--- src/rtl/rle_pkg.sv ---
// rle_pkg: shared types and constants for the run-length text encoder
// no dependencies; imported by every module under rtl

package rle_pkg;

    localparam int unsigned LEN_W       = 16;
    localparam int unsigned MAX_RUN_DEF = 65535;
    localparam int unsigned NUM_DIGITS  = 5;
    localparam int unsigned DIGIT_IDX_W = 3;
    localparam int unsigned Q_DEPTH     = 4;
    localparam int unsigned Q_PTR_W     = 2;

    localparam logic [LEN_W-1:0] DIV10_MUL  = 16'd52429;
    localparam int unsigned      DIV10_SHR  = 19;
    localparam logic [7:0]       ASCII_ZERO = 8'h30;

    typedef struct packed {
        logic [7:0] data_byte;
        logic       end_of_stream;
    } in_beat_t;

    typedef struct packed {
        logic [7:0] out_byte;
        logic       last_of_run;
    } out_beat_t;

    typedef struct packed {
        logic [7:0]       held_byte;
        logic [LEN_W-1:0] run_length;
    } run_t;

    typedef struct packed {
        logic full;
        logic empty;
    } q_status_t;

endpackage

--- src/rtl/rle_front.sv ---
// rle_front: holds the pending run and pushes finished runs to the queue
// depends on rle_pkg

module rle_front
    import rle_pkg::*;
#(
    parameter int unsigned MAX_RUN = MAX_RUN_DEF
)
(
    input  logic      clk,
    input  logic      rst_n,
    input  logic      raw_valid,
    output logic      raw_ready,
    input  in_beat_t  raw_beat,
    input  q_status_t q_status,
    output logic      push,
    output run_t      push_run
);

    localparam logic [LEN_W-1:0] MaxLen = LEN_W'(MAX_RUN);

    logic [7:0]       held_byte_reg;
    logic             run_active_reg;
    logic [LEN_W-1:0] run_length_reg;
    logic             accept;
    logic             extend;

    assign raw_ready = !q_status.full;
    assign accept    = raw_valid && raw_ready;
    assign extend    = (raw_beat.data_byte == held_byte_reg) && (run_length_reg < MaxLen);

    assign push = accept && run_active_reg && (raw_beat.end_of_stream || !extend);
    assign push_run.held_byte  = held_byte_reg;
    assign push_run.run_length = run_length_reg;

    always_ff @(posedge clk or negedge rst_n)
    begin
        if (!rst_n)
        begin
            held_byte_reg  <= '0;
            run_active_reg <= 1'b0;
            run_length_reg <= '0;
        end
        else if (accept)
        begin
            if (raw_beat.end_of_stream)
            begin
                held_byte_reg  <= '0;
                run_active_reg <= 1'b0;
                run_length_reg <= '0;
            end
            else if (run_active_reg && extend)
            begin
                run_length_reg <= run_length_reg + LEN_W'(1);
            end
            else
            begin
                held_byte_reg  <= raw_beat.data_byte;
                run_active_reg <= 1'b1;
                run_length_reg <= LEN_W'(1);
            end
        end
    end

endmodule

--- src/rtl/rle_queue.sv ---
// rle_queue: short run queue between front and back
// depends on rle_pkg

module rle_queue
    import rle_pkg::*;
(
    input  logic      clk,
    input  logic      rst_n,
    input  logic      push,
    input  run_t      push_run,
    input  logic      pop,
    output run_t      pop_run,
    output q_status_t q_status
);

    run_t             entry_reg [Q_DEPTH];
    logic [Q_PTR_W:0] wr_ptr_reg;
    logic [Q_PTR_W:0] rd_ptr_reg;

    assign q_status.empty = (wr_ptr_reg == rd_ptr_reg);
    assign q_status.full  = (wr_ptr_reg[Q_PTR_W] != rd_ptr_reg[Q_PTR_W])
                         && (wr_ptr_reg[Q_PTR_W-1:0] == rd_ptr_reg[Q_PTR_W-1:0]);
    assign pop_run = entry_reg[rd_ptr_reg[Q_PTR_W-1:0]];

    always_ff @(posedge clk)
    begin
        if (push && !q_status.full)
        begin
            entry_reg[wr_ptr_reg[Q_PTR_W-1:0]] <= push_run;
        end
    end

    always_ff @(posedge clk or negedge rst_n)
    begin
        if (!rst_n)
        begin
            wr_ptr_reg <= '0;
            rd_ptr_reg <= '0;
        end
        else
        begin
            if (push && !q_status.full)
            begin
                wr_ptr_reg <= wr_ptr_reg + 1'b1;
            end
            if (pop && !q_status.empty)
            begin
                rd_ptr_reg <= rd_ptr_reg + 1'b1;
            end
        end
    end

endmodule

--- src/rtl/rle_back.sv ---
// rle_back: turns one queued run into decimal count digits and the run byte
// depends on rle_pkg

module rle_back
    import rle_pkg::*;
(
    input  logic      clk,
    input  logic      rst_n,
    input  q_status_t q_status,
    input  run_t      pop_run,
    output logic      pop,
    output logic      code_valid,
    input  logic      code_ready,
    output out_beat_t code_beat
);

    typedef enum logic [1:0] {
        S_IDLE,
        S_CONV,
        S_EMIT,
        S_BYTE
    } state_t;

    state_t                 state_reg;
    logic [LEN_W-1:0]       n_reg;
    logic [7:0]             byte_reg;
    logic [DIGIT_IDX_W-1:0] nd_reg;
    logic [DIGIT_IDX_W-1:0] idx_reg;
    logic [3:0]             digit_reg [NUM_DIGITS];
    out_beat_t              out_reg;
    logic                   out_valid_reg;

    logic [2*LEN_W-1:0]     prod;
    logic [LEN_W-1:0]       quot;
    logic [LEN_W-1:0]       rem;
    logic                   slot_free;
    logic                   emit_load;

    // divide by ten through the reciprocal
    assign prod = (2*LEN_W)'(n_reg) * (2*LEN_W)'(DIV10_MUL);
    assign quot = LEN_W'(prod[2*LEN_W-1:DIV10_SHR]);
    assign rem  = n_reg - ((quot << 3) + (quot << 1));

    assign slot_free  = !out_valid_reg || code_ready;
    assign emit_load  = slot_free && ((state_reg == S_EMIT) || (state_reg == S_BYTE));
    assign pop        = (state_reg == S_IDLE) && !q_status.empty;
    assign code_valid = out_valid_reg;
    assign code_beat  = out_reg;

    always_ff @(posedge clk)
    begin
        if (state_reg == S_CONV)
        begin
            digit_reg[nd_reg] <= rem[3:0];
        end
    end

    always_ff @(posedge clk or negedge rst_n)
    begin
        if (!rst_n)
        begin
            state_reg     <= S_IDLE;
            n_reg         <= '0;
            byte_reg      <= '0;
            nd_reg        <= '0;
            idx_reg       <= '0;
            out_reg       <= '0;
            out_valid_reg <= 1'b0;
        end
        else
        begin
            if (out_valid_reg && code_ready && !emit_load)
            begin
                out_valid_reg <= 1'b0;
            end
            unique case (state_reg)
                S_IDLE:
                begin
                    if (!q_status.empty)
                    begin
                        n_reg     <= pop_run.run_length;
                        byte_reg  <= pop_run.held_byte;
                        nd_reg    <= '0;
                        state_reg <= S_CONV;
                    end
                end
                S_CONV:
                begin
                    n_reg  <= quot;
                    nd_reg <= nd_reg + 1'b1;
                    if (quot == '0 || nd_reg == DIGIT_IDX_W'(NUM_DIGITS - 1))
                    begin
                        idx_reg   <= nd_reg;
                        state_reg <= S_EMIT;
                    end
                end
                S_EMIT:
                begin
                    if (slot_free)
                    begin
                        out_reg.out_byte    <= ASCII_ZERO + {4'd0, digit_reg[idx_reg]};
                        out_reg.last_of_run <= 1'b0;
                        out_valid_reg       <= 1'b1;
                        if (idx_reg == '0)
                        begin
                            state_reg <= S_BYTE;
                        end
                        else
                        begin
                            idx_reg <= idx_reg - 1'b1;
                        end
                    end
                end
                S_BYTE:
                begin
                    if (slot_free)
                    begin
                        out_reg.out_byte    <= byte_reg;
                        out_reg.last_of_run <= 1'b1;
                        out_valid_reg       <= 1'b1;
                        state_reg           <= S_IDLE;
                    end
                end
                default:
                begin
                    state_reg <= S_IDLE;
                end
            endcase
        end
    end

endmodule

--- src/rtl/rle_decimal_text_encoder.sv ---
// rle_decimal_text_encoder: run-length encoder writing runs as decimal text
// depends on rle_pkg, rle_front, rle_queue, rle_back
//
// channel | direction | handshake              | beat
// raw     | in        | raw_valid / raw_ready  | in_beat_t  (data_byte, end_of_stream)
// code    | out       | code_valid / code_ready| out_beat_t (out_byte, last_of_run)
//
// one raw beat per cycle while the run queue has room; a beat that ends a run
// queues it, and the back end takes one run at a time, finds each count digit
// by division by ten, then emits the output beats (digits, then the run byte)
// reset clears run state, queue pointers and the output register
// raw_ready drops only when the four-entry run queue is full; code stalls
// hold the output register and back up into the queue

module rle_decimal_text_encoder
    import rle_pkg::*;
#(
    parameter int unsigned MAX_RUN = MAX_RUN_DEF
)
(
    input  logic      clk,
    input  logic      rst_n,
    input  logic      raw_valid,
    output logic      raw_ready,
    input  in_beat_t  raw_beat,
    output logic      code_valid,
    input  logic      code_ready,
    output out_beat_t code_beat
);

    q_status_t q_status;
    logic      push;
    run_t      push_run;
    logic      pop;
    run_t      pop_run;

    rle_front #(
        .MAX_RUN (MAX_RUN)
    ) u_front (
        .clk       (clk),
        .rst_n     (rst_n),
        .raw_valid (raw_valid),
        .raw_ready (raw_ready),
        .raw_beat  (raw_beat),
        .q_status  (q_status),
        .push      (push),
        .push_run  (push_run)
    );

    rle_queue u_queue (
        .clk      (clk),
        .rst_n    (rst_n),
        .push     (push),
        .push_run (push_run),
        .pop      (pop),
        .pop_run  (pop_run),
        .q_status (q_status)
    );

    rle_back u_back (
        .clk        (clk),
        .rst_n      (rst_n),
        .q_status   (q_status),
        .pop_run    (pop_run),
        .pop        (pop),
        .code_valid (code_valid),
        .code_ready (code_ready),
        .code_beat  (code_beat)
    );

endmodule
--- config.mk ---
export PLATFORM = sky130hd
export DESIGN_NAME = rle_decimal_text_encoder
export DESIGN_NICKNAME = d
export VERILOG_FILES = /design/src/rtl/rle_pkg.sv /design/src/rtl/rle_front.sv /design/src/rtl/rle_queue.sv /design/src/rtl/rle_back.sv /design/src/rtl/rle_decimal_text_encoder.sv
export SDC_FILE = /design/constraint.sdc
export NUM_CORES = 1
export LEC_CHECK = 0
export CELL_PAD_IN_SITES_DETAIL_PLACEMENT = 1
export CELL_PAD_IN_SITES_GLOBAL_PLACEMENT = 1
export CORE_MARGIN = 4
export CORE_UTILIZATION = 54
export CTS_CLUSTER_SIZE = 24
export DETAILED_ROUTE_END_ITERATION = 10
export DONT_BUFFER_PORTS = 1
export GPL_TIMING_DRIVEN = 0
export PLACE_DENSITY = 0.88
export SKIP_CTS_REPAIR_TIMING = 1
export SLEW_MARGIN = 40
export SYNTH_ARGS = -nofsm -noshare
export SYNTH_HDL_FRONTEND = slang
export SYNTH_SLANG_ARGS = --single-unit
--- constraint.sdc ---
create_clock -name clk -period 7.1 [get_ports clk]
set_input_delay 1.065 -clock clk [delete_from_list [all_inputs] [get_ports clk]]
set_output_delay 1.065 -clock clk [all_outputs]
set_load 0.02 [all_outputs]
; Word level (Yosys, flattened, before mapping)
; Memories as Yosys holds them, arrays and structs flattened.
; Index checks and enable logic that the tools add are counted.
[word_totals]
wordCells = 105
mem_count = 2
out_inout_bits = 11
mem_bits_rw = 116
ff_bits = 73
[memory_table]
columns = name, depth, width, rd, rd_ports_with_merged_regs, write_ports, line_no
row1 = u_queue.entry_reg, 4, 24, 1, 0, 1, rle_queue.sv:16  ; run_t entry_reg [Q_DEPTH];
row2 = u_back.digit_reg, 5, 4, 1, 0, 1, rle_back.sv:29  ; logic [3:0] digit_reg [NUM_DIGITS];
[op_classes]
n_eq_ne = 15
n_reduce_logical = 34
n_mux = 30
magnitude_cmp = 1
mul = 1
bitwise = 1
add_sub_neg = 8
[op_table]
columns = cell, n
row1 = two-way mux 16 bit, 3
row2 = multiplier 16 x 16 -> 32 bit (second input constant), 1
row3 = case mux 16 bit (2 select lines), 1
row4 = two-way mux 9 bit, 2
row5 = case mux 9 bit (2 select lines), 1
row6 = adder 16 x 1 -> 16 bit (second input constant), 1
row7 = logical NOT 16 bit, 1
row8 = less-than comparator 16 bit (second input constant), 1
row9 = two-way mux 8 bit, 2
row10 = logical AND 1 bit, 12
row11 = two-way mux 3 bit, 4
row12 = case mux 3 bit (2 select lines), 2
row13 = two-way mux 2 bit, 5
row14 = inequality test 2 bit (second input constant), 5
row15 = adder 3 x 1 -> 3 bit (second input constant), 3
row16 = two-way mux 1 bit, 9
row17 = == test 8 bit, 1
row18 = case mux 2 bit (4 select lines), 1
row19 = adder 6 x 4 -> 7 bit (first input constant), 1
row20 = AND reduction 2 bit, 3
row21 = nonzero test 2 bit, 3
row22 = logical NOT 1 bit, 5
row23 = AND reduction 5 bit, 1
row24 = adder 4 bit, 1
row25 = other kinds (16), 21

; Depth between registers and ports, before layout
; Gate-level depths: netlist (run 1).
[depth]
ltp_word = 9
mapped_depth = 22
mapped_depth_nobuf = 22

; Modules after synthesis
; A second synthesis (run 1) with hierarchy kept.
[hier_totals]
hier_cells = 1113
hier_area_um2 = 13322.8
[modules_own_cells]
columns = mod, area_per_inst_um2, cells_each, instances
row1 = rle_back, 7895.1, 800, 1
row2 = rle_queue, 3985.1, 174, 1
row3 = rle_front, 1442.6, 139, 1

; Worst setup path before layout (run 1)
; No wires, ideal clock.
[synth_path]
path_type = register to register
start = register u_back.n_reg[6]
end = register u_back.state_reg[1]
setup_time_ns = 0.125
path_stages_with_launch = 21
t_arrival_ns = 6.003
slack_ns = 0.972
required_ns = 6.975
period_less_slack_ns = 6.128
cell_sequence = dfrtp_1 -> ha_1 -> inv_1 -> fa_1 -> inv_1 -> fa_1 -> fa_1 -> fa_1 -> inv_1 -> fa_1 -> inv_1 -> ha_1 -> nand2_1 -> o21ai_1 -> or3_1 -> o2111a_1 -> or3_2 -> o311ai_1 -> nor3_1 -> o21ai_2 -> mux2_4
[synth_via]
elab_chain_len = 5
[synth_rtl]
columns = element, line_no
row1 = "start, declared", rle_back.sv:25  ; logic [LEN_W-1:0] n_reg;
row2 = "start signal, assigned", rle_back.sv:81  ; n_reg <= pop_run.run_length;
row3 = "start signal, assigned", rle_back.sv:89  ; n_reg <= quot;
row4 = multiplier 16 x 16 -> 32 bit, rle_back.sv:40  ; assign prod = (2*LEN_W)'(n_reg) * (2*LEN_W)'(DIV10_MUL);
row5 = logical NOT 16 bit, rle_back.sv:91  ; if (quot == '0 || nd_reg == DIGIT_IDX_W'(NUM_DIGITS - 1))
row6 = logical OR 1 bit, rle_back.sv:91
row7 = inequality test 2 bit (no source line), --
row8 = AND reduction 5 bit (no source line), --
row9 = "end signal, assigned", rle_back.sv:84  ; state_reg <= S_CONV;
row10 = "end signal, assigned", rle_back.sv:94  ; state_reg <= S_EMIT;
row11 = "end signal, assigned", rle_back.sv:106  ; state_reg <= S_BYTE;
row12 = "end, declared", rle_back.sv:24  ; state_t state_reg;
; No other way between the ends.
; A chain may end at the register's enable or synchronous reset.

; Worst setup path after layout (run 1)
[layout_path]
start = register u_back.n_reg[6]
end = register u_back.idx_reg[0]
[layout_via]
elab_chain_len = 5
[layout_rtl]
columns = element, line_no
row1 = multiplier 16 x 16 -> 32 bit, rle_back.sv:40
row2 = logical NOT 16 bit, rle_back.sv:91
row3 = logical OR 1 bit, rle_back.sv:91
row4 = inequality test 2 bit (no source line), --
row5 = AND reduction 4 bit (no source line), --
row6 = "end signal, assigned", rle_back.sv:93  ; idx_reg <= nd_reg;
row7 = "end signal, assigned", rle_back.sv:110  ; idx_reg <= idx_reg - 1'b1;
row8 = "end, declared", rle_back.sv:28  ; logic [DIGIT_IDX_W-1:0] idx_reg;
; No other way between the ends.

==> results of run 1 <==
## synthesized netlist by cell type (3+ instances only)
cell,n,share of area
ha_1,148,0.14
xor2_1,17,0.011
nand3_1,20,0.0076
a21o_1,6,0.0034
a22o_1,11,0.0074
nor3_1,14,0.0054
nor2b_1,9,0.0043
o211ai_1,4,0.0023
dfrtp_1,73,0.14
inv_1,184,0.053
or3_1,7,0.0033
o31ai_1,5,0.0029
fa_1,79,0.12
mux4_2,28,0.048
a21oi_1,27,0.010
nand4_1,8,0.0038
o21a_1,5,0.0029
a31oi_1,6,0.0029
clkbuf_1,19,0.0055
nand2_1,66,0.019
nor2_1,51,0.015
nor4_1,9,0.0043
o21ai_1,6,0.0023
edfxtp_1,116,0.27
nand2b_1,9,0.0043
xnor2_1,22,0.015
a32o_1,3,0.0023
mux2i_1,17,0.013
mux2_2,9,0.0077
a21oi_2,4,0.0027
and2_1,8,0.0038
o21ai_0,50,0.019
## cell type report
type,count,area [um2]
clock buffers,18,450
flip-flops and latches,189,5320
repair buffers,2,15.0
plain buffers,26,130
inverters,185,694
clock inverters,14,180
fillers,2428,9420
multi-input cells,710,7080
well taps,319,399
## logic make-up (layout without fill, tap and decap cells)
family / count (synthesis) / after routing / share of synthesized area
buffers and inverters: 211 / 245 / 0.0628
xor gates and xnor gates: 39 / 39 / 0.0261
AOI/OAI and AO/OA: 168 / 168 / 0.0888
DFF: 189 / 189 / 0.406
and+or+nand+nor: 221 / 221 / 0.0840
adders and majority gates: 227 / 227 / 0.262
muxes: 55 / 55 / 0.0701
## routing by layer
| layer | GRT usage | share of wire | vias to the layer above |
|---|---|---|---|
| li1 | - | - | 3930 |
| met1 | 0.377 | 0.38 | 4757 |
| met2 | 0.525 | 0.50 | 407 |
| met3 | 0.0548 | 0.053 | 132 |
| met4 | 0.167 | 0.061 | 0 |
| met5 | 0 | 0 | - |
## critical path: cells and delay by family, from the launching register on
| kind | cells | cell delay (ns) |
|---|---|---|
| AOI/OAI and AO/OA | 6 | 1.49 |
| adders and majority gates | 7 | 3.50 |
| buffers and inverters | 4 | 0.30 |
| DFF | 1 | 0.52 |
| and+or+nand+nor | 3 | 1.07 |
## per-stage QoR
step | cell area (um2) | std cells | hold WS [ns] | TNS [ns]
after floorplan | 13100 | 1110 | 0.455 | 0
after global placement | 13500 | 1429 | 0.472 | -0.0794
after detailed placement | 13500 | 1429 | 0.489 | -1.07
after CTS | 14100 | 1461 | 0.284 | -2.05
after global routing | 14300 | 1463 | 0.274 | -0.142
final | 14300 | 1463 | 0.301 | 0
## final timing paths
path / to / slack (ns) / cells after the start
worst min-delay path: u_back.code_beat[4]$_DFFE_PN0P_ / 0.30 / 0
worst max-delay path: u_back.idx_reg[0]$_DFFE_PN0P_ / 0.10 / 20
worst min register to register: u_front.run_active_reg$_DFFE_PN0P_ / 0.51 / 2
worst max register to register: u_back.idx_reg[0]$_DFFE_PN0P_ / 0.10 / 20
max in group asynchronous: u_back.n_reg[3]$_DFFE_PN0P_ / 6.66 / 0
min in group clk: u_front.run_active_reg$_DFFE_PN0P_ / 0.51 / 2
==> impl_results.html, run 1 <==
<table>
<tr><th>Metric</th><th>Value</th></tr>
<tr><th colspan="2">Outcome</th></tr>
<tr><td>Result of the run</td><td>finished, final reports clean</td></tr>
<tr><th colspan="2">Route</th></tr>
<tr><td>Routed vias/inst</td><td>6.31</td></tr>
<tr><td>Via count</td><td>between 9000 and 10000</td></tr>
<tr><td>Wire length reported by the detailed router</td><td>between 30000 and 40000 um</td></tr>
<tr><td>Number of DRC markers in iteration 0</td><td>708</td></tr>
<tr><td>Number of optimization iterations in the first detailed-route pass</td><td>5</td></tr>
<tr><td>DRC violation count after routing</td><td>0</td></tr>
<tr><td>Routed wire length per instance</td><td>27.3 um</td></tr>
<tr><td>Post-detailed-route count of antenna-violating nets</td><td>0</td></tr>
<tr><th colspan="2">Floorplan</th></tr>
<tr><td>I/O pin count</td><td>24</td></tr>
<tr><td>Area of the core region</td><td>around 24000 um2</td></tr>
<tr><td>Initial standard-cell utilization of the core</td><td>0.553</td></tr>
<tr><td>Chip width</td><td>164 um</td></tr>
<tr><td>Row count</td><td>56</td></tr>
<tr><td>Die Footprint</td><td>roughly 27000 um2</td></tr>
<tr><td>Die height</td><td>164 um</td></tr>
<tr><th colspan="2">Timing</th></tr>
<tr><td>Final clock skew</td><td>about 0.017 ns</td></tr>
<tr><td>Minimum setup slack in the final design</td><td>~0.10 ns</td></tr>
<tr><td>Worst-Margin Slew</td><td>about 0.77 ns</td></tr>
<tr><td>Total setup violations reported at the end of the flow</td><td>0</td></tr>
<tr><td>Maximum clock rate</td><td>around 0.14 GHz</td></tr>
<tr><td>Final Max Tran Viols</td><td>0</td></tr>
<tr><td>Total count of hold-check failures in the final report</td><td>0</td></tr>
<tr><td>Clock period minus final worst setup slack</td><td>approximately 7.0 ns</td></tr>
<tr><td>Relative slew margins</td><td>0.487</td></tr>
<tr><td>Final critical-path share of the clock period</td><td>0.986</td></tr>
<tr><th colspan="2">CTS</th></tr>
<tr><td>Clock tree from TritonCTS</td><td>built</td></tr>
<tr><td>TritonCTS Sinks</td><td>about 190</td></tr>
<tr><td>Clock-pin slew reported for the worst setup and hold paths after clock tree synthesis</td><td>about 0.090 ns</td></tr>
<tr><td>Later-pin clock latency in the skew report</td><td>0.46 ns</td></tr>
<tr><td>Root Buffer</td><td>clkbuf_16</td></tr>
<tr><td>Longest Clk Path Bufs</td><td>2</td></tr>
<tr><td>Cts bufs inserted</td><td>17</td></tr>
<tr><td>Level count of the clock H-tree</td><td>4</td></tr>
<tr><th colspan="2">Synth</th></tr>
<tr><td>Cell area after synthesis</td><td>13100 um2</td></tr>
<tr><td>Post-synthesis area per instance</td><td>about 12 um2</td></tr>
<tr><td>Syn_nets</td><td>approximately 1400</td></tr>
<tr><td>Fraction of the yosys area taken by sequential cells</td><td>0.406</td></tr>
<tr><td>Most common flop cell mapped by yosys</td><td>edfxtp_1</td></tr>
<tr><td>Number of synthesized flops with an enable pin</td><td>116</td></tr>
<tr><td>Distinct cell type count of the synthesized netlist</td><td>between 80 and 90</td></tr>
<tr><td>Share of flip-flops with an asynchronous set or reset</td><td>0.386</td></tr>
<tr><td>Number of flip-flops and latches in the synthesized netlist</td><td>between 150 and 200</td></tr>
<tr><td>YS warnings</td><td>0</td></tr>
<tr><td>Cells after Synth</td><td>roughly 1100</td></tr>
<tr><th colspan="2">Place</th></tr>
<tr><td>Worst setup slack after placement</td><td>-0.390 ns</td></tr>
<tr><td>RePlAce Congestion</td><td>just under 1</td></tr>
<tr><td>Buffers on Ports</td><td>0</td></tr>
<tr><td>Final HPWL DP</td><td>roughly 30000 um</td></tr>
<tr><th colspan="2">Cells and area</th></tr>
<tr><td>Max reg flops</td><td>96</td></tr>
<tr><td>Number of antenna diodes</td><td>0</td></tr>
<tr><td>Most frequent cells in the layout</td><td>inv_1 (184), ha_1 (146), edfxtp_1 (116)</td></tr>
<tr><td>Layout cell share with drive strength beyond 1</td><td>0.113</td></tr>
<tr><td>Final net count</td><td>1371</td></tr>
<tr><td>Utilization after layout</td><td>0.602</td></tr>
<tr><td>Area Growth Syn to Fin</td><td>9.01%</td></tr>
<tr><td>Most common cell after layout, fill and taps aside</td><td>inv_1</td></tr>
<tr><th colspan="2">Global routing</th></tr>
<tr><td>GRT Resource Usage Total</td><td>0.309</td></tr>
<tr><td>Gr ovfl total</td><td>0</td></tr>
<tr><td>Number of antenna violations at the first check in global routing</td><td>0</td></tr>
<tr><td>Global-route wire length before repair</td><td>between 60000 and 70000 um</td></tr>
<tr><td>Via count of the first global-routing pass</td><td>10210</td></tr>
<tr><td>Largest net degree at the start of global routing</td><td>74</td></tr>
<tr><th colspan="2">Setup path</th></tr>
<tr><td>CP cell instances</td><td>ha_4 &gt; inv_1 &gt; fa_1 &gt; inv_1 &gt; fa_1 &gt; fa_1 &gt; fa_1 &gt; inv_1 &gt; fa_1 &gt; inv_1 &gt; ha_1 &gt; nand2_1 &gt; o21ai_1 &gt; or3_1 &gt; o2111a_1 &gt; o21ai_0 &gt; o311ai_1 &gt; or3_4 &gt; a2111o_1 &gt; o211ai_2</td></tr>
<tr><td>Critical path's most frequent cell</td><td>fa_1</td></tr>
<tr><td>CP Launch Point</td><td>u_back.n_reg[6]$_DFFE_PN0P_</td></tr>
<tr><td>Sort of element at the end of the critical path</td><td>register</td></tr>
<tr><td>Worst-path cell with the longest stage delay</td><td>fa_1</td></tr>
<tr><td>Element type at the critical path start</td><td>register</td></tr>
<tr><td>Slowest Stage Delay on Critical Path</td><td>0.63 ns</td></tr>
<tr><td>Required time at the worst-slack endpoint</td><td>about 7.5 ns</td></tr>
<tr><td>Critical path class</td><td>register to register</td></tr>
<tr><td>Maximum net fanout on the critical path</td><td>6</td></tr>
<tr><td>Reg2Reg Launch Point</td><td>u_back.n_reg[6]$_DFFE_PN0P_</td></tr>
<tr><td>Crit path DAT</td><td>around 7.4 ns</td></tr>
<tr><th colspan="2">Min path</th></tr>
<tr><td>Hold WC Path Type</td><td>input port to async pin</td></tr>
<tr><th colspan="2">Job</th></tr>
<tr><td>Total of max-cap violations</td><td>0</td></tr>
</table>
Power of run 1 is not shown: default switching activity piles up to over one toggle a cycle in this logic, so the estimate is an artifact.
==> run 2: changes to the inputs <==
- CORE_UTILIZATION: 54 -> 55
- CTS_BUF_LIST: not set -> sky130_fd_sc_hd__clkbuf_2 sky130_fd_sc_hd__clkbuf_4 sky130_fd_sc_hd__clkbuf_8
- HOLD_SLACK_MARGIN: not set -> 0.12
- PLACE_DENSITY: 0.88 -> 0.89
==> impl_results.html, run 2 (synthesized netlist as in run 1, its figures left out) <==
<table>
<tr><th>Metric</th><th>Value</th></tr>
<tr><th colspan="2">Timing</th></tr>
<tr><td>Total setup violations reported at the end of the flow</td><td>0 (unchanged)</td></tr>
<tr><td>Relative slew margins</td><td>0.455 (-0.0321)</td></tr>
<tr><td>Final critical-path share of the clock period</td><td>0.999 (+0.0132)</td></tr>
<tr><td>Maximum clock rate</td><td>0.141 GHz (-1.3%)</td></tr>
<tr><td>Clock period minus final worst setup slack</td><td>7.09 ns (+0.0939 ns)</td></tr>
<tr><td>Final Max Tran Viols</td><td>0 (unchanged)</td></tr>
<tr><td>Worst-Margin Slew</td><td>0.812 ns (+0.0419 ns)</td></tr>
<tr><td>Final clock skew</td><td>0.0290 ns (+0.0117 ns)</td></tr>
<tr><td>Total count of hold-check failures in the final report</td><td>0 (unchanged)</td></tr>
<tr><th colspan="2">Setup path</th></tr>
<tr><td>Slowest Stage Delay on Critical Path</td><td>0.59 ns (-0.04 ns)</td></tr>
<tr><td>CP cell instances</td><td>ha_1 &gt; ha_1 &gt; inv_1 &gt; fa_1 &gt; inv_1 &gt; fa_1 &gt; fa_1 &gt; inv_1 &gt; fa_1 &gt; inv_1 &gt; ha_1 &gt; a21oi_1 &gt; o21ai_1 &gt; or3_1 &gt; or3b_1 &gt; nand4b_1 &gt; nand4_1 &gt; or3_4 &gt; a2111o_1 &gt; o211ai_2</td></tr>
<tr><td>Sort of element at the end of the critical path</td><td>register</td></tr>
<tr><td>Delay-heaviest family, CP</td><td>adder cells</td></tr>
<tr><td>Register-to-register setup slack</td><td>0.009 ns (-0.09 ns)</td></tr>
<tr><td>Critical path class</td><td>register to register</td></tr>
<tr><td>Reg2Reg Launch Point</td><td>u_back.n_reg[11]$_DFFE_PN0P_</td></tr>
<tr><td>Crit path DAT</td><td>7.50 ns (+0.13 ns)</td></tr>
<tr><td>Maximum net fanout on the critical path</td><td>6 (unchanged)</td></tr>
<tr><td>Element type at the critical path start</td><td>register</td></tr>
<tr><td>Capture point of the worst reg-to-reg path</td><td>u_back.idx_reg[0]$_DFFE_PN0P_</td></tr>
<tr><td>Worst R2R Path Depth</td><td>20 (unchanged)</td></tr>
<tr><td>Required time at the worst-slack endpoint</td><td>7.51 ns (+0.04 ns)</td></tr>
<tr><td>Number of buffer and inverter instances along the worst setup path</td><td>4 (unchanged)</td></tr>
<tr><td>Worst-path cell with the longest stage delay</td><td>fa_1</td></tr>
<tr><th colspan="2">Place</th></tr>
<tr><td>RePlAce Congestion</td><td>0.948 (-3.2%)</td></tr>
<tr><td>Number of cells after detailed placement</td><td>1429 (unchanged)</td></tr>
<tr><td>Final HPWL DP</td><td>29400 um (-0.40%)</td></tr>
<tr><td>Buffers on Ports</td><td>0 (unchanged)</td></tr>
<tr><td>Instance area at placement</td><td>13500 um2 (unchanged)</td></tr>
<tr><th colspan="2">CTS</th></tr>
<tr><td>Level count of the clock H-tree</td><td>4 (unchanged)</td></tr>
<tr><td>Clock tree from TritonCTS</td><td>built</td></tr>
<tr><td>TritonCTS Sinks</td><td>189 (unchanged)</td></tr>
<tr><td>Clock-pin slew reported for the worst setup and hold paths after clock tree synthesis</td><td>0.13 ns (+0.04 ns)</td></tr>
<tr><td>Cts bufs inserted</td><td>17 (unchanged)</td></tr>
<tr><td>Later-pin clock latency in the skew report</td><td>0.50 ns (+0.04 ns)</td></tr>
<tr><td>Root Buffer</td><td>clkbuf_8</td></tr>
<tr><td>Longest Clk Path Bufs</td><td>2 (unchanged)</td></tr>
<tr><th colspan="2">Cells and area</th></tr>
<tr><td>Final net count</td><td>1373 (+0.15%)</td></tr>
<tr><td>Final design instance area without fill</td><td>14000 um2 (-1.6%)</td></tr>
<tr><td>Number of antenna diodes</td><td>0 (unchanged)</td></tr>
<tr><td>Post-layout instance count excluding filler cells</td><td>1465 (+0.14%)</td></tr>
<tr><td>Most frequent cells in the layout</td><td>inv_1 (184), ha_1 (145), edfxtp_1 (116)</td></tr>
<tr><td>Max reg flops</td><td>96 (unchanged)</td></tr>
<tr><td>Most common cell after layout, fill and taps aside</td><td>inv_1</td></tr>
<tr><td>Area Growth Syn to Fin</td><td>7.26%</td></tr>
<tr><td>Layout cell share with drive strength beyond 1</td><td>0.118 (+0.00504)</td></tr>
<tr><td>Filler instances</td><td>2416 (-0.49%)</td></tr>
<tr><th colspan="2">Min path</th></tr>
<tr><td>Hold WC Path Type</td><td>input port to async pin</td></tr>
<tr><th colspan="2">Floorplan</th></tr>
<tr><td>Die height</td><td>162 um (-0.87%)</td></tr>
<tr><td>Die Footprint</td><td>26300 um2 (-1.7%)</td></tr>
<tr><td>I/O pin count</td><td>24 (unchanged)</td></tr>
<tr><td>Chip width</td><td>162 um (-0.87%)</td></tr>
<tr><td>Row count</td><td>56 (unchanged)</td></tr>
<tr><td>Initial standard-cell utilization of the core</td><td>0.557 (+0.00495)</td></tr>
<tr><td>Area of the core region</td><td>23500 um2 (-0.89%)</td></tr>
<tr><th colspan="2">Job</th></tr>
<tr><td>Total of max-cap violations</td><td>0 (unchanged)</td></tr>
<tr><th colspan="2">Global routing</th></tr>
<tr><td>Via count of the first global-routing pass</td><td>10157 (-0.52%)</td></tr>
<tr><td>Largest net degree at the start of global routing</td><td>74 (unchanged)</td></tr>
<tr><td>Gr ovfl total</td><td>0 (unchanged)</td></tr>
<tr><td>Number of antenna violations at the first check in global routing</td><td>0 (unchanged)</td></tr>
<tr><td>Global-route wire length before repair</td><td>60500 um (-0.22%)</td></tr>
<tr><td>GRT Resource Usage Total</td><td>0.310 (+0.00117)</td></tr>
<tr><th colspan="2">Route</th></tr>
<tr><td>Routed vias/inst</td><td>6.33 (+0.36%)</td></tr>
<tr><td>Wire length reported by the detailed router</td><td>39900 um (about the same)</td></tr>
<tr><td>Post-detailed-route count of antenna-violating nets</td><td>0 (unchanged)</td></tr>
<tr><td>Routed wire length per instance</td><td>27.2 um (-0.23%)</td></tr>
<tr><td>DRC violation count after routing</td><td>0 (unchanged)</td></tr>
<tr><td>Number of DRC markers in iteration 0</td><td>797 (+13%)</td></tr>
<tr><td>Via count</td><td>9272 (+0.50%)</td></tr>
<tr><td>Number of optimization iterations in the first detailed-route pass</td><td>5 (unchanged)</td></tr>
<tr><th colspan="2">Outcome</th></tr>
<tr><td>Result of the run</td><td>finished, final reports clean</td></tr>
</table>
-- run 2: cell types whose count changed in the layout (fill, tap and decap cells not counted), sizes merged --
cell	previous run	this run
buf	6	8
clkinv	6	4
inv	193	195
-- run 2: area by class of cell --
class / instances / area [um2] / share of cell area
Multi-Input combinational cell: 710 / 7060 / 0.503
Inverter: 185 / 694 / 0.0495
Clock inverter: 14 / 163 / 0.0116
Buffer: 26 / 130 / 0.00927
Sequential cell: 189 / 5320 / 0.379
Tap cell: 319 / 399 / 0.0284
Timing Repair Buffer: 4 / 30.0 / 0.00214
Clock buffer: 18 / 241 / 0.0172
-- run 2: metrics by stage --
stage          setup slack (ns)  setup TNS, ns  hold slack [ns]  utilization
2_1_floorplan             0.972              0            0.455            -
3_3_place_gp            -0.0595        -0.0595            0.473        0.574
3_5_place_dp             -0.340         -0.851            0.477        0.576
4_1_cts                  -0.452          -1.35            0.226        0.593
5_1_grt                 -0.0450        -0.0483            0.231        0.598
6_report                0.00894              0            0.253        0.598
-- run 2: layer usage --
metal | wire (um) | GRT usage | share of wire
met3 | 2280 | 0.0510 | 0.057
met1 | 14700 | 0.376 | 0.37
met5 | 0 | 0 | 0
met2 | 20100 | 0.525 | 0.50
met4 | 2800 | 0.183 | 0.070
-- run 2: how the worst max path moves through the flow --
stage                                       from                         endpoint  slack [ns]  cells after the start
CTS                  u_back.n_reg[0]$_DFFE_PN0P_  u_back.state_reg[1]$_DFFE_PN0P_       -0.45                     22
finish              u_back.n_reg[11]$_DFFE_PN0P_    u_back.idx_reg[0]$_DFFE_PN0P_       0.009                     20
floorplan            u_back.n_reg[6]$_DFFE_PN0P_  u_back.state_reg[1]$_DFFE_PN0P_        0.97                     20
global placement     u_back.n_reg[6]$_DFFE_PN0P_  u_back.state_reg[1]$_DFFE_PN0P_       -0.06                     20
detailed placement   u_back.n_reg[0]$_DFFE_PN0P_  u_back.state_reg[1]$_DFFE_PN0P_       -0.34                     22
global route         u_back.n_reg[7]$_DFFE_PN0P_    u_back.idx_reg[0]$_DFFE_PN0P_       -0.04                     20
Power of run 2 is left out for the same reason.
